===== config.mk =====
export PLATFORM = sky130hd
export DESIGN_NAME = uri_percent_utf8_encoder
export DESIGN_NICKNAME = d
export VERILOG_FILES = /design/src/rtl/uri_pkg.sv /design/src/rtl/uri_queue.sv /design/src/rtl/uri_front.sv /design/src/rtl/uri_back.sv /design/src/rtl/uri_percent_utf8_encoder.sv
export SDC_FILE = /design/constraint.sdc
export NUM_CORES = 1
export LEC_CHECK = 0
export BUFFER_PORTS_ARGS = -buffer_cell sky130_fd_sc_hd__buf_2
export CORE_MARGIN = 5
export CORE_UTILIZATION = 45
export DETAILED_ROUTE_END_ITERATION = 8
export GPL_TIMING_DRIVEN = 0
export HOLD_SLACK_MARGIN = 0.02
export PLACE_DENSITY = 0.65
export RECOVER_POWER = 100
export SKIP_CTS_REPAIR_TIMING = 1
export SYNTH_ARGS = -nofsm -noshare
export SYNTH_HDL_FRONTEND = slang
export SYNTH_SLANG_ARGS = --single-unit

===== constraint.sdc =====
create_clock -name aclk -period 4.3 [get_ports aclk]
set_input_delay 0.86 -clock aclk [delete_from_list [all_inputs] [get_ports aclk]]
set_output_delay 0.86 -clock aclk [all_outputs]
set_load 0.02 [all_outputs]

===== src/rtl/uri_pkg.sv =====
// Shared types, constants and helper functions of the URI percent encoder.
package uri_pkg;

    localparam int QUEUE_DEPTH = 4;
    localparam int QPTR_W      = $clog2(QUEUE_DEPTH);
    localparam int QCNT_W      = $clog2(QUEUE_DEPTH + 1);

    localparam logic [6:0] CHAR_PCT = 7'h25;

    typedef enum logic [1:0] {
        CMD_PASS,
        CMD_ERROR,
        CMD_UTF8
    } cmd_kind_t;

    typedef enum logic [1:0] {
        DIG_PCT,
        DIG_HI,
        DIG_LO
    } digit_t;

    // One queued job: a pass-through char, an error, or 1..4 UTF-8 bytes.
    typedef struct packed {
        cmd_kind_t   kind;
        logic        run_last;   // m_tlast of an error job
        logic [6:0]  ch;
        logic [1:0]  nbytes_m1;
        logic [31:0] bytes;      // first byte in bits 7:0
    } cmd_t;

    function automatic logic [6:0] hex_char(input logic [3:0] nib);
        logic [6:0] c;
        if (nib < 4'd10) begin
            c = 7'h30 + {3'd0, nib};
        end else begin
            c = 7'h37 + {3'd0, nib};
        end
        return c;
    endfunction

    function automatic logic unit_passes(input logic [15:0] u, input logic keep);
        logic ok;
        ok = 1'b0;
        if ((u >= 16'h0061 && u <= 16'h007A) || (u >= 16'h0041 && u <= 16'h005A) ||
            (u >= 16'h0030 && u <= 16'h0039)) begin
            ok = 1'b1;
        end
        case (u)
            16'h002D, 16'h005F, 16'h002E, 16'h0021, 16'h007E,
            16'h002A, 16'h0027, 16'h0028, 16'h0029: begin
                ok = 1'b1;
            end
            16'h003B, 16'h002F, 16'h003F, 16'h003A, 16'h0040, 16'h0026,
            16'h003D, 16'h002B, 16'h0024, 16'h002C, 16'h0023: begin
                if (keep) begin
                    ok = 1'b1;
                end
            end
            default: begin
            end
        endcase
        return ok;
    endfunction

endpackage


===== src/rtl/uri_queue.sv =====
// Short job queue between the classifier and the character generator.
module uri_queue
    import uri_pkg::*;
(
    input  logic aclk,
    input  logic aresetn,
    input  logic push,
    input  cmd_t push_cmd,
    input  logic pop,
    output logic full,
    output logic head_valid,
    output cmd_t head_cmd
);

    cmd_t              entry_reg [QUEUE_DEPTH];
    logic [QPTR_W-1:0] wr_ptr_reg, wr_ptr_next;
    logic [QPTR_W-1:0] rd_ptr_reg, rd_ptr_next;
    logic [QCNT_W-1:0] count_reg, count_next;
    logic              do_push, do_pop;

    assign full       = (count_reg == QCNT_W'(QUEUE_DEPTH));
    assign head_valid = (count_reg != '0);
    assign head_cmd   = entry_reg[rd_ptr_reg];
    assign do_push    = push && !full;
    assign do_pop     = pop && head_valid;

    always_comb begin
        wr_ptr_next = do_push ? wr_ptr_reg + 1'b1 : wr_ptr_reg;
        rd_ptr_next = do_pop ? rd_ptr_reg + 1'b1 : rd_ptr_reg;
        count_next  = count_reg;
        if (do_push && !do_pop) begin
            count_next = count_reg + 1'b1;
        end else if (do_pop && !do_push) begin
            count_next = count_reg - 1'b1;
        end
    end

    always_ff @(posedge aclk) begin
        if (!aresetn) begin
            wr_ptr_reg <= '0;
            rd_ptr_reg <= '0;
            count_reg  <= '0;
        end else begin
            wr_ptr_reg <= wr_ptr_next;
            rd_ptr_reg <= rd_ptr_next;
            count_reg  <= count_next;
        end
    end

    always_ff @(posedge aclk) begin
        if (do_push) begin
            entry_reg[wr_ptr_reg] <= push_cmd;
        end
    end

endmodule


===== src/rtl/uri_front.sv =====
// Input side: surrogate pairing, character classification and UTF-8 byte build.
module uri_front
    import uri_pkg::*;
(
    input  logic        aclk,
    input  logic        aresetn,
    input  logic        cfg_valid,
    input  logic        cfg_data,
    input  logic        s_tvalid,
    output logic        s_tready,
    input  logic [15:0] s_tdata,
    input  logic        s_tlast,
    input  logic        queue_full,
    output logic        push,
    output cmd_t        push_cmd
);

    logic       keep_reg, keep_next;
    logic       pending_reg, pending_next;
    logic [9:0] payload_reg, payload_next;
    logic       latched_reg, latched_next;

    logic        accept;
    logic        is_low, is_high;
    logic [20:0] pair_cp, plain_cp;
    logic [10:0] plane;

    function automatic cmd_t utf8_cmd(input logic [20:0] cp);
        cmd_t c;
        c          = '0;
        c.kind     = CMD_UTF8;
        if (cp < 21'h80) begin
            c.nbytes_m1 = 2'd0;
            c.bytes     = {24'd0, 1'b0, cp[6:0]};
        end else if (cp < 21'h800) begin
            c.nbytes_m1 = 2'd1;
            c.bytes     = {16'd0, 2'b10, cp[5:0], 3'b110, cp[10:6]};
        end else if (cp < 21'h10000) begin
            c.nbytes_m1 = 2'd2;
            c.bytes     = {8'd0, 2'b10, cp[5:0], 2'b10, cp[11:6], 4'b1110, cp[15:12]};
        end else begin
            c.nbytes_m1 = 2'd3;
            c.bytes     = {2'b10, cp[5:0], 2'b10, cp[11:6], 2'b10, cp[17:12],
                           5'b11110, cp[20:18]};
        end
        return c;
    endfunction

    assign s_tready = !queue_full;
    assign accept   = s_tvalid && s_tready;
    assign is_low   = (s_tdata[15:10] == 6'b110111);
    assign is_high  = (s_tdata[15:10] == 6'b110110);
    assign plane    = {1'b0, payload_reg} + 11'd64;
    assign pair_cp  = {plane[10:0], s_tdata[9:0]};
    assign plain_cp = {5'd0, s_tdata};

    always_comb begin
        keep_next    = cfg_valid ? cfg_data : keep_reg;
        pending_next = pending_reg;
        payload_next = payload_reg;
        latched_next = latched_reg;
        push         = 1'b0;
        push_cmd     = '0;
        if (accept) begin
            if (latched_reg) begin
                // drop until the end of the string
                if (s_tlast) begin
                    latched_next = 1'b0;
                    pending_next = 1'b0;
                    payload_next = '0;
                end
            end else if (pending_reg) begin
                push         = 1'b1;
                pending_next = 1'b0;
                payload_next = '0;
                if (!is_low) begin
                    push_cmd.kind     = CMD_ERROR;
                    push_cmd.run_last = 1'b1;
                    latched_next      = !s_tlast;
                end else begin
                    push_cmd = utf8_cmd(pair_cp);
                end
            end else if (unit_passes(s_tdata, keep_reg)) begin
                push          = 1'b1;
                push_cmd.kind = CMD_PASS;
                push_cmd.ch   = s_tdata[6:0];
            end else if (is_low || (is_high && s_tlast)) begin
                push              = 1'b1;
                push_cmd.kind     = CMD_ERROR;
                push_cmd.run_last = 1'b1;
                latched_next      = !s_tlast;
            end else if (is_high) begin
                pending_next = 1'b1;
                payload_next = s_tdata[9:0];
            end else begin
                push     = 1'b1;
                push_cmd = utf8_cmd(plain_cp);
            end
        end
    end

    always_ff @(posedge aclk) begin
        if (!aresetn) begin
            keep_reg    <= 1'b0;
            pending_reg <= 1'b0;
            payload_reg <= '0;
            latched_reg <= 1'b0;
        end else begin
            keep_reg    <= keep_next;
            pending_reg <= pending_next;
            payload_reg <= payload_next;
            latched_reg <= latched_next;
        end
    end

endmodule


===== src/rtl/uri_back.sv =====
// Output side: expands queued jobs into one ASCII character per cycle while m_tready allows.
module uri_back
    import uri_pkg::*;
(
    input  logic       aclk,
    input  logic       aresetn,
    input  logic       head_valid,
    input  cmd_t       head_cmd,
    output logic       pop,
    output logic       m_tvalid,
    input  logic       m_tready,
    output logic [7:0] m_tdata,
    output logic       m_tlast,
    output logic       m_tuser
);

    digit_t     digit_reg, digit_next;
    logic [1:0] byte_reg, byte_next;
    logic       valid_reg, valid_next;
    logic [6:0] char_reg, char_next;
    logic       last_reg, last_next;
    logic       err_reg, err_next;

    logic       load;
    logic [7:0] cur_byte;
    logic [6:0] gen_char;
    logic       gen_last;
    logic       gen_err;

    assign load     = head_valid && (!valid_reg || m_tready);
    assign cur_byte = head_cmd.bytes[{byte_reg, 3'b000} +: 8];

    always_comb begin
        gen_char = '0;
        gen_last = 1'b1;
        gen_err  = 1'b0;
        case (head_cmd.kind)
            CMD_PASS: begin
                gen_char = head_cmd.ch;
            end
            CMD_ERROR: begin
                gen_err  = 1'b1;
                gen_last = head_cmd.run_last;
            end
            CMD_UTF8: begin
                gen_last = (digit_reg == DIG_LO) && (byte_reg == head_cmd.nbytes_m1);
                case (digit_reg)
                    DIG_PCT: gen_char = CHAR_PCT;
                    DIG_HI:  gen_char = hex_char(cur_byte[7:4]);
                    DIG_LO:  gen_char = hex_char(cur_byte[3:0]);
                    default: gen_char = CHAR_PCT;
                endcase
            end
            default: begin
            end
        endcase
    end

    always_comb begin
        digit_next = digit_reg;
        byte_next  = byte_reg;
        pop        = 1'b0;
        valid_next = valid_reg && !m_tready;
        char_next  = char_reg;
        last_next  = last_reg;
        err_next   = err_reg;
        if (load) begin
            valid_next = 1'b1;
            char_next  = gen_char;
            last_next  = gen_last;
            err_next   = gen_err;
            if (gen_last) begin
                // job done: release the queue entry
                pop        = 1'b1;
                digit_next = DIG_PCT;
                byte_next  = '0;
            end else begin
                case (digit_reg)
                    DIG_PCT: digit_next = DIG_HI;
                    DIG_HI:  digit_next = DIG_LO;
                    DIG_LO: begin
                        digit_next = DIG_PCT;
                        byte_next  = byte_reg + 1'b1;
                    end
                    default: digit_next = DIG_PCT;
                endcase
            end
        end
    end

    always_ff @(posedge aclk) begin
        if (!aresetn) begin
            digit_reg <= DIG_PCT;
            byte_reg  <= '0;
            valid_reg <= 1'b0;
        end else begin
            digit_reg <= digit_next;
            byte_reg  <= byte_next;
            valid_reg <= valid_next;
        end
    end

    always_ff @(posedge aclk) begin
        char_reg <= char_next;
        last_reg <= last_next;
        err_reg  <= err_next;
    end

    assign m_tvalid = valid_reg;
    assign m_tdata  = {1'b0, char_reg};
    assign m_tlast  = last_reg;
    assign m_tuser  = err_reg;

endmodule


===== src/rtl/uri_percent_utf8_encoder.sv =====
// Percent-encodes a UTF-16 code unit stream into URI text, one ASCII character
// per output transfer. Unreserved chars (reserved ones too with keep_reserved)
// pass as one character, every other code point becomes 1 to 4 UTF-8 bytes
// written as %XX; a held high surrogate or a dropped unit gives no output. The
// output side emits one character per cycle unless m_tready stalls it; an input
// unit is taken every cycle while the 4-entry job queue between the input
// classifier and the character generator has room, so sustained throughput is
// set by the character count. A malformed surrogate sequence gives one transfer
// with tuser set and the rest of that string is dropped up to its tlast.
// keep_reserved (cfg_data) may only be written while the block is idle.
module uri_percent_utf8_encoder
    import uri_pkg::*;
(
    input  logic        aclk,
    input  logic        aresetn,
    input  logic        cfg_valid,
    output logic        cfg_ready,
    input  logic        cfg_data,    // keep_reserved
    input  logic        s_tvalid,
    output logic        s_tready,
    input  logic [15:0] s_tdata,     // [15:0] code_unit
    input  logic        s_tlast,     // last_unit
    output logic        m_tvalid,
    input  logic        m_tready,
    output logic [7:0]  m_tdata,     // [6:0] out_char, [7] zero
    output logic        m_tlast,     // run_last
    output logic        m_tuser      // error
);

    logic queue_full;
    logic push;
    cmd_t push_cmd;
    logic pop;
    logic head_valid;
    cmd_t head_cmd;

    assign cfg_ready = 1'b1;

    uri_front u_front (
        .aclk       (aclk),
        .aresetn    (aresetn),
        .cfg_valid  (cfg_valid),
        .cfg_data   (cfg_data),
        .s_tvalid   (s_tvalid),
        .s_tready   (s_tready),
        .s_tdata    (s_tdata),
        .s_tlast    (s_tlast),
        .queue_full (queue_full),
        .push       (push),
        .push_cmd   (push_cmd)
    );

    uri_queue u_queue (
        .aclk       (aclk),
        .aresetn    (aresetn),
        .push       (push),
        .push_cmd   (push_cmd),
        .pop        (pop),
        .full       (queue_full),
        .head_valid (head_valid),
        .head_cmd   (head_cmd)
    );

    uri_back u_back (
        .aclk       (aclk),
        .aresetn    (aresetn),
        .head_valid (head_valid),
        .head_cmd   (head_cmd),
        .pop        (pop),
        .m_tvalid   (m_tvalid),
        .m_tready   (m_tready),
        .m_tdata    (m_tdata),
        .m_tlast    (m_tlast),
        .m_tuser    (m_tuser)
    );

endmodule


==> results.json, run 1 <==
{
  "syn_area_sq_mm": 0.00885,
  "fin_nets": 722,
  "clk_latency_ns": 0.44,
  "synth_nets": 671,
  "grt_usage": 0.195,
  "critPathCaptureType": "flip-flop",
  "cts-root-buf": "clkbuf_16",
  "crit_type": "flip-flop to flip-flop",
  "ant_nets": 0,
  "max-clock-path-buffers": 2,
  "startpoint_type": "flip-flop",
  "ys_async_sr_fraction": 0,
  "worst_ep_arrival_time_ns": 4.34,
  "syn_inst": 632,
  "fin_util": 0.512,
  "irDropWorstVdd_uv": 237,
  "rsz0062_at_grt": "false",
  "min_period_ns": 3.97,
  "antenna_found_initial": 0,
  "vias": 5683,
  "grt_max_degree": 30,
  "dr.pass1.iters": 5,
  "power_frac_comb": 0.259,
  "ctsHtreeMaxLevel": 4,
  "syn2layout_area_growth_pct": 12.1,
  "finClkSkew_ns": 0.0132,
  "die_w_microns": 150,
  "numCtsBuffers": 17,
  "power.switching_uw": 1550,
  "ys_warn_count": 0,
  "num_antenna_cells": 0,
  "regArea_sq_mm": 0.00538,
  "globalplace.congestion": 0.925,
  "routed_via_density": 5.91,
  "cp_slowest_cell": "mux4_2",
  "synth_flop_cell": "edfxtp_1",
  "multi_input_area_sq_mm": 0.00319,
  "min-delay-path-class": "flip-flop to flip-flop",
  "fin_cells": 961,
  "required_ns": 4.67,
  "coreArea_sq_mm": 0.0194,
  "synth.avg_cell_area_sq_um": 14.0,
  "pin_count": 36,
  "tritoncts": "yes",
  "drv_slew": 0,
  "fp.dieH_microns": 150,
  "drcViolationCount": 0,
  "tightest_slew_ns": 1.49,
  "ys_seq_area_frac": 0.607,
  "clkTransAtPathRegs_ns": 0.07,
  "power.internal_uw": 3720,
  "largest_reg_flops": 152,
  "synth_edf_count": 161,
  "status": "finished, final reports clean",
  "switching_share": 0.295,
  "clkSinkCount": 188,
  "synth.distinct_cells": 65,
  "grt_first_pass_wirelength_microns": 32800,
  "dp_cells": 930,
  "num_rows": 51,
  "drive_gt1_frac": 0.126,
  "ys_seq_elements": 188,
  "routedWlPerCell_microns": 21.8,
  "grt_overflow": 0,
  "portBuffers": 29,
  "hold_viol": 0,
  "initial_core_util": 0.456,
  "cap_violations": 0,
  "cp_max_fo": 10,
  "relSlewSlack": 0.00800,
  "slowest_delay_ns": 0.55,
  "p_per_area_mw_per_mm2": 531,
  "max_clock_freq_ghz": 0.252,
  "grt_pass1_vias": 5808,
  "fin_crit_sh": 0.924,
  "clkPwrFrac": 0.300,
  "drt_iter0_drc": 530,
  "seqPwrFrac": 0.440,
  "wl_microns": 20900,
  "dp_hpwl_microns": 14700,
  "path_cells": "buf_6, buf_8, buf_8, buf_4, mux4_2, ha_1, nand2b_1, a41oi_4, nor2_1, inv_1, ha_1, inv_1, fa_1, xor2_1, or3_1, a21boi_0",
  "setup_viol": 0,
  "die_area_sq_mm": 0.0226,
  "p_leak_uw": 0.00336,
  "fillerInstances": 1701
}
-- cell families after synthesis --
logic type               count (synthesis)  synth area share
AND/OR/NAND/NOR                        170            0.0984
buffers and inverters                   59            0.0319
AO/OA/AOI/OAI                          132             0.105
XOR/XNOR                                10           0.00989
flip-flops                             188             0.607
adder cells (fa/ha/maj)                 16            0.0235
other                                    2          0.000848
multiplexers                            55             0.123
-- through the flow --
step / TNS, ns / power, uW / hold slack (ns) / cell area (sq um) / setup slack (ns)
floorplan: 0 / 3320 / 0.458 / 8850 / 0.563
global placement: -0.257 / 3670 / 0.462 / 9330 / -0.257
detailed placement: -0.437 / 3740 / 0.479 / 9420 / -0.363
CTS: -0.516 / 5320 / 0.489 / 10000 / -0.399
global route: 0 / 5510 / 0.523 / 9930 / 0.136
finish: 0 / 5270 / 0.488 / 9930 / 0.325
-- critical path: cells and delay by family (launching register included) --
family | cells | cell delay (ns)
AND/OR/NAND/NOR | 3 | 0.64
multiplexers | 1 | 0.55
XOR/XNOR | 1 | 0.18
flip-flops | 1 | 0.33
AO/OA/AOI/OAI | 2 | 0.37
adder cells (fa/ha/maj) | 3 | 0.85
buffers and inverters | 6 | 0.98
-- placed cells by master, fill, tap and decap left out, types with 5 or more instances in the layout --
master     synthesis  routed
clkbuf_16          0      17
inv_1             19      19
a221oi_1           6       6
edfxtp_1         161     161
nand2b_1           8       8
o22ai_1            8       8
dfxtp_1           27      27
ha_1              15      15
and2_0             0      17
a21oi_1           33      33
clkbuf_1          27      42
o21ai_0           17      18
nor2b_1           19      19
nand3_1           17      17
a21o_1             6       6
mux2i_1           16      16
mux4_1            17      17
buf_4              5       5
a211oi_1           5       5
xor2_1             5       5
nor3_1             8       8
nor4_1             5       5
nor2_1            30      30
a22o_1             7       7
xnor2_1            5       5
nand2_1           42      42
buf_2              3      17
a22oi_1           16      16
mux4_2            21      21
-- power by group through the flow --
| stage | logic [uW] | clock network, uW | registers [uW] |
|---|---|---|---|
| floorplan | 913 | 0 | 2410 |
| global placement | 1320 | 0 | 2350 |
| detailed placement | 1380 | 0 | 2360 |
| CTS | 1390 | 1600 | 2320 |
| global route | 1490 | 1690 | 2340 |
| finish | 1370 | 1580 | 2320 |
-- final timing paths --
check | startpoint | to | slack, ns | cells past startpoint
setup reg to reg | flip-flop | u_queue.count_reg[2]$_SDFFE_PN0P_ | 0.33 | 16
setup / recovery | flip-flop | u_queue.count_reg[2]$_SDFFE_PN0P_ | 0.33 | 16
hold reg to reg | u_back.m_tvalid$_SDFF_PN0_ | u_back.m_tvalid$_SDFF_PN0_ | 0.49 | 2
hold / removal | u_back.m_tvalid$_SDFF_PN0_ | u_back.m_tvalid$_SDFF_PN0_ | 0.49 | 2
-- area by class of cell --
| cell class | count | share of cell area |
|---|---|---|
| sequential | 188 | 0.542 |
| multi-input combinational | 385 | 0.322 |
| clock buffer | 19 | 0.0436 |
| tap | 265 | 0.0334 |
| buffer | 37 | 0.0202 |
| clock inverter | 13 | 0.0166 |
| timing repair buffer | 34 | 0.0154 |
| inverter | 20 | 0.00769 |
-- layer usage --
metal | global-route usage | share of wire
met1 | 0.264 | 0.44
met2 | 0.323 | 0.49
met3 | 0.0346 | 0.046
met4 | 0.0618 | 0.021
met5 | 0 | 0
-- cell usage after synthesis, types with 4 or more instances --
master,number,area share
o21ai_0,17,0.0096
and2_1,20,0.014
mux2i_1,16,0.018
ha_1,15,0.021
nor3_1,8,0.0045
nor4_1,5,0.0035
edfxtp_1,161,0.55
o22ai_1,8,0.0057
a22oi_1,16,0.014
a21o_1,6,0.0051
xor2_1,5,0.0049
dfxtp_1,27,0.061
nand2_1,42,0.018
clkbuf_1,27,0.011
nand4_1,4,0.0028
and3_1,4,0.0028
nand3_1,17,0.0096
nor2b_1,19,0.013
a21boi_0,4,0.0034
o211ai_1,4,0.0034
nor2_1,30,0.013
buf_4,5,0.0042
inv_1,19,0.0081
a221oi_1,6,0.0059
mux4_1,17,0.050
nand2b_1,8,0.0057
mux4_2,21,0.053
a211oi_1,5,0.0042
a21oi_1,33,0.019
xnor2_1,5,0.0049
a22o_1,7,0.0069
(Power assumes the default switching activity.)
==> run 2: changes to the inputs <==
Settings changed: PLACE_DENSITY 0.65 to unset.
==> results.json, run 2 (same netlist as run 1, synthesis figures left out) <==
{
  "status": "finished, final reports clean",
  "vias": 5633,
  "routedWlPerCell_microns": 22.0,
  "wl_met2_microns": 10300,
  "clk_latency_ns": 0.42,
  "antenna_found_initial": 0,
  "dr_wl_met3_microns": 928,
  "drive_gt1_frac": 0.127,
  "cap_violations": 0,
  "grt_pass1_vias": 5663,
  "relSlewSlack": 0.0815,
  "wl_microns": 21100,
  "die_w_microns": 150,
  "regArea_sq_mm": 0.00538,
  "power.switching_uw": 1530,
  "met1_length_microns": 9470,
  "tritoncts": "yes",
  "required_ns": 4.64,
  "power.internal_uw": 3580,
  "dp_hpwl_microns": 14900,
  "multi_input_area_sq_mm": 0.00319,
  "max_clock_freq_ghz": 0.244,
  "final_cell_mix": "161 x edfxtp_1, 42 x nand2_1, 41 x clkbuf_1",
  "fin_area_sq_mm": 0.00986,
  "power_frac_comb": 0.264,
  "syn2layout_area_growth_pct": 11.4,
  "grt_overflow": 0,
  "p_total_uw": 5110,
  "seqPwrFrac": 0.454,
  "largest_reg_flops": 152,
  "hold_viol": 0,
  "p_leak_uw": 0.00332,
  "drt_iter0_drc": 538,
  "fin_nets": 721,
  "place_area_sq_mm": 0.00941,
  "grt_first_pass_wirelength_microns": 32900,
  "min_period_ns": 4.10,
  "routed_via_density": 5.87,
  "setup_viol": 0,
  "clkTransAtPathRegs_ns": 0.06,
  "fillerInstances": 1670,
  "fin_util": 0.508,
  "fp.dieH_microns": 150,
  "pin_count": 36,
  "startpoint_type": "flip-flop",
  "dr.pass1.iters": 7,
  "drv_slew": 0,
  "tightest_slew_ns": 1.37,
  "portBuffers": 29,
  "numCtsBuffers": 17,
  "ant_nets": 0,
  "min-delay-path-class": "flip-flop to flip-flop",
  "cts-root-buf": "clkbuf_16",
  "grt_max_degree": 29,
  "cp_max_fo": 10,
  "die_area_sq_mm": 0.0226,
  "finClkSkew_ns": 0.0123,
  "rsz0062_at_grt": "false",
  "layout_commonest_cell": "edfxtp_1",
  "clkSinkCount": 188,
  "drcViolationCount": 0,
  "clkPwrFrac": 0.281,
  "globalplace.congestion": 0.911,
  "coreArea_sq_mm": 0.0194,
  "crit_type": "flip-flop to flip-flop",
  "p_per_area_mw_per_mm2": 518,
  "worst_ep_arrival_time_ns": 4.44,
  "tns_ns": 0,
  "switching_share": 0.299,
  "grt_usage": 0.196,
  "critPathCaptureType": "flip-flop",
  "num_rows": 51,
  "fin_crit_sh": 0.954,
  "num_antenna_cells": 0,
  "irDropWorstVdd_uv": 279,
  "top_layer": "met4",
  "ctsHtreeMaxLevel": 4,
  "initial_core_util": 0.456,
  "max-clock-path-buffers": 2
}
-- run 2: path summary, 6_finish.rpt --
kind / start / to / slack [ns] / cells past startpoint
worst max register to register: flip-flop / u_queue.count_reg[2]$_SDFFE_PN0P_ / 0.20 / 16
worst min-delay path: u_back.m_tvalid$_SDFF_PN0_ / u_back.m_tvalid$_SDFF_PN0_ / 0.48 / 2
worst max-delay path: flip-flop / u_queue.count_reg[2]$_SDFFE_PN0P_ / 0.20 / 16
worst min register to register: u_back.m_tvalid$_SDFF_PN0_ / u_back.m_tvalid$_SDFF_PN0_ / 0.48 / 2
-- run 2: power groups by stage --
stage | Combinational, uW | Sequential, uW | Clock [uW]
detailed placement | 1380 | 2360 | 0
global route | 1480 | 2340 | 1540
finish | 1350 | 2320 | 1440
CTS | 1390 | 2320 | 1460
global placement | 1320 | 2350 | 0
floorplan | 913 | 2410 | 0
-- run 2: critical path, cell delays in order (launching register included) --
cell and delay, ns:
dfxtp_1 0.30, buf_4 0.18, buf_4 0.23, buf_2 0.31, clkbuf_4 0.32, mux4_2 0.36
ha_1 0.20, nand2b_1 0.21, a41oi_4 0.30, nor2_2 0.12, inv_1 0.09, ha_1 0.19
inv_1 0.08, fa_1 0.44, xor2_1 0.18, or3_1 0.30, a21boi_0 0.19
-- run 2: metal layers --
| metal | vias up | GRT usage |
|---|---|---|
| li1 | 2570 | - |
| met1 | 2852 | 0.263 |
| met2 | 170 | 0.323 |
| met3 | 41 | 0.0373 |
| met4 | 0 | 0.0645 |
| met5 | - | 0 |
-- run 2: stage by stage --
| stage | instances | worst slack, ns | hold slack, ns |
|---|---|---|---|
| floorplan | 632 | 0.563 | 0.458 |
| global placement | 926 | -0.132 | 0.459 |
| detailed placement | 930 | -0.326 | 0.472 |
| CTS | 962 | -0.334 | 0.480 |
| global route | 960 | 0.0148 | 0.520 |
| finish | 960 | 0.199 | 0.481 |
-- run 2: cell type report --
| cell class | instances | area share |
|---|---|---|
| Multi-Input combinational cell | 385 | 0.324 |
| Inverter | 20 | 0.00774 |
| Timing Repair Buffer | 33 | 0.0151 |
| Tap cell | 265 | 0.0336 |
| Clock inverter | 13 | 0.0103 |
| Sequential cell | 188 | 0.545 |
| Buffer | 37 | 0.0201 |
| Clock buffer | 19 | 0.0439 |
==> run 3: changes to the inputs <==
Settings changed: SYNTH_HIERARCHICAL set to 1.
==> results.json, run 3 <==
{
  "status": "finished, final reports clean",
  "max-clock-path-buffers": 3,
  "grt_pass1_vias": 6452,
  "hold_viol": 0,
  "power.internal_uw": 4450,
  "synth_area_leaders": "edfxtp_1 55%, mux4_2 11%, dfxtp_1 5.4%",
  "multi_input_area_sq_mm": 0.00348,
  "fin_nets": 808,
  "whs_ns": 0.492,
  "critPathCaptureType": "flip-flop",
  "num_antenna_cells": 0,
  "dp_slack_ns": 0.562,
  "antenna_found_initial": 0,
  "num_rows": 54,
  "cts-root-buf": "clkbuf_16",
  "switching_share": 0.293,
  "largest_reg_flops": 176,
  "ys_async_sr_fraction": 0,
  "clkSinkCount": 212,
  "clkTransAtPathRegs_ns": 0.06,
  "syn_area_sq_mm": 0.0100,
  "grt_max_degree": 34,
  "min_period_ns": 3.86,
  "drv_slew": 0,
  "globalplace.congestion": 0.902,
  "regArea_sq_mm": 0.00610,
  "cp_slowest_cell": "a2111oi_0",
  "place_area_sq_mm": 0.0106,
  "syn2layout_area_growth_pct": 12.4,
  "finClkSkew_ns": 0.00540,
  "rsz0062_at_grt": "false",
  "routed_via_density": 5.96,
  "numCtsBuffers": 24,
  "drive_gt1_frac": 0.166,
  "endpoint": "u_queue/entry_reg[0][6]$_DFFE_PP_",
  "r2r-start": "u_front/payload_reg[6]$_SDFFE_PN0P_",
  "min-delay-path-class": "flip-flop to flip-flop",
  "synth_flop_cell": "edfxtp_1",
  "die_area_sq_mm": 0.0253,
  "vias": 6355,
  "synth.avg_cell_area_sq_um": 14.2,
  "fin_area_sq_mm": 0.0113,
  "p_leak_uw": 0.00376,
  "r2r_cells": 6,
  "portBuffers": 33,
  "tightest_slew_ns": 1.21,
  "dr.pass1.iters": 5,
  "ys_warn_count": 6,
  "required_ns": 4.44,
  "ctsHtreeMaxLevel": 1,
  "final_cell_mix": "185 x edfxtp_1, 69 x nand2_1, 49 x clkbuf_1, 49 x mux4_2, 35 x nor2_1",
  "startpoint": "u_front/payload_reg[6]$_SDFFE_PN0P_",
  "dr_wl_met3_microns": 1470,
  "cp_max_fo": 7,
  "crit_type": "flip-flop to flip-flop",
  "ys_top_cells_by_count": "185 x edfxtp_1, 69 x nand2_1, 49 x mux4_2",
  "ys_seq_elements": 212,
  "synth.distinct_cells": 75,
  "reg2reg_to": "u_queue/entry_reg[0][6]$_DFFE_PP_",
  "clk_latency_ns": 0.51,
  "setup_viol": 0,
  "drt_iter0_drc": 472,
  "r2r_slack_ns": 0.44,
  "cap_violations": 0,
  "clkPwrFrac": 0.306,
  "fin_crit_sh": 0.899,
  "yosysTopAreaCellShare": 0.554,
  "finalWorstSetupSlack_ns": 0.436,
  "fin_util": 0.515,
  "power_frac_comb": 0.258,
  "max_clock_freq_ghz": 0.259,
  "irDropWorstVdd_uv": 232,
  "dp_hpwl_microns": 17000,
  "path_cells": "ha_1, or4b_2, a2111oi_0, nor2_1, a32oi_1, o211ai_1",
  "routedWlPerCell_microns": 22.8,
  "layout_commonest_cell": "edfxtp_1",
  "coreArea_sq_mm": 0.0219,
  "pin_count": 36,
  "met1_length_microns": 10300,
  "grt_usage": 0.186,
  "drcViolationCount": 0,
  "slowest_delay_ns": 0.79,
  "ys_seq_area_frac": 0.608,
  "grt_first_pass_wirelength_microns": 37300,
  "tritoncts": "yes",
  "die_w_microns": 159,
  "fillerInstances": 1903,
  "synth_edf_count": 185,
  "worst_ep_arrival_time_ns": 4.00,
  "relSlewSlack": 0.182,
  "synth_top_area_cell": "edfxtp_1",
  "wl_met2_microns": 11900,
  "ant_nets": 0,
  "syn_inst": 705,
  "p_per_area_mw_per_mm2": 559,
  "power.switching_uw": 1840,
  "yosysMostFrequentCell": "edfxtp_1",
  "seqPwrFrac": 0.436,
  "initial_core_util": 0.458,
  "grt_overflow": 0,
  "startpoint_type": "flip-flop",
  "top_layer": "met4",
  "wl_microns": 24300,
  "fp.dieH_microns": 159
}
run 3: changes by cell type in the layout (fill, tap and decap cells not counted), sizes merged, moves of 10 or more:
cell	delta
a21boi	+12
buf	+11
clkbuf	+14
edfxtp	+24
mux2i	-10
mux4	+14
nand2	+27
nor2b	-11
run 3: how the worst min path moves through the flow:
stage               depth (start not counted)  slack [ns]                                to                        startpoint
global placement                            2        0.46  u_back/digit_reg[1]$_SDFFE_PN0P_  u_back/digit_reg[1]$_SDFFE_PN0P_
detailed placement                          2        0.47  u_back/digit_reg[0]$_SDFFE_PN0P_  u_back/digit_reg[0]$_SDFFE_PN0P_
finish                                      2        0.49  u_back/digit_reg[0]$_SDFFE_PN0P_  u_back/digit_reg[0]$_SDFFE_PN0P_
CTS                                         2        0.48  u_back/digit_reg[0]$_SDFFE_PN0P_  u_back/digit_reg[0]$_SDFFE_PN0P_
global route                                2        0.51  u_back/digit_reg[0]$_SDFFE_PN0P_  u_back/digit_reg[0]$_SDFFE_PN0P_
floorplan                                   2        0.45  u_back/digit_reg[1]$_SDFFE_PN0P_  u_back/digit_reg[1]$_SDFFE_PN0P_
run 3: power by group through the flow:
stage,Clock [uW],Combinational (uW),Sequential [uW]
2_1_floorplan,0,1140,2830
3_3_place_gp,0,1610,2790
3_5_place_dp,0,1710,2790
4_1_cts,1970,1720,2750
5_1_grt,2060,1790,2770
6_report,1930,1620,2740
run 3: metrics by stage:
step / total power [uW] / instances / setup TNS (ns)
finish: 6300 / 1067 / 0
global route: 6610 / 1067 / 0
CTS: 6430 / 1067 / 0
detailed placement: 4500 / 1024 / 0
global placement: 4400 / 1020 / -45.99
floorplan: 3970 / 707 / 0
run 3: critical path, delay by kind of cell, from the launching register on:
kind	cells	cell delay (ns)
compound gates	3	1.96
simple gates	2	0.77
flops	1	0.44
fa+ha+maj	1	0.32
run 3: layout make-up:
type	count	area share
inverters	25	0.00833
well taps	280	0.0311
plain buffers	48	0.0255
clock inverters	14	0.0121
multi-input cells	422	0.309
clock buffers	29	0.0550
flip-flops and latches	212	0.541
repair buffers	37	0.0175
run 3: layer usage:
layer / vias to the layer above / global-route usage
li1: 2865 / -
met1: 3205 / 0.257
met2: 224 / 0.303
met3: 61 / 0.0280
met4: 0 / 0.0648
met5: - / 0
run 3: cell families after synthesis:
kind of cell,Yosys count,share of synthesized area
flip-flops,212,0.608
adder cells (fa/ha/maj),15,0.0195
XOR/XNOR,10,0.00874
AND/OR/NAND/NOR,200,0.102
multiplexers,58,0.124
buffers and inverters,73,0.0396
other,3,0.00112
AO/OA/AOI/OAI,134,0.0967
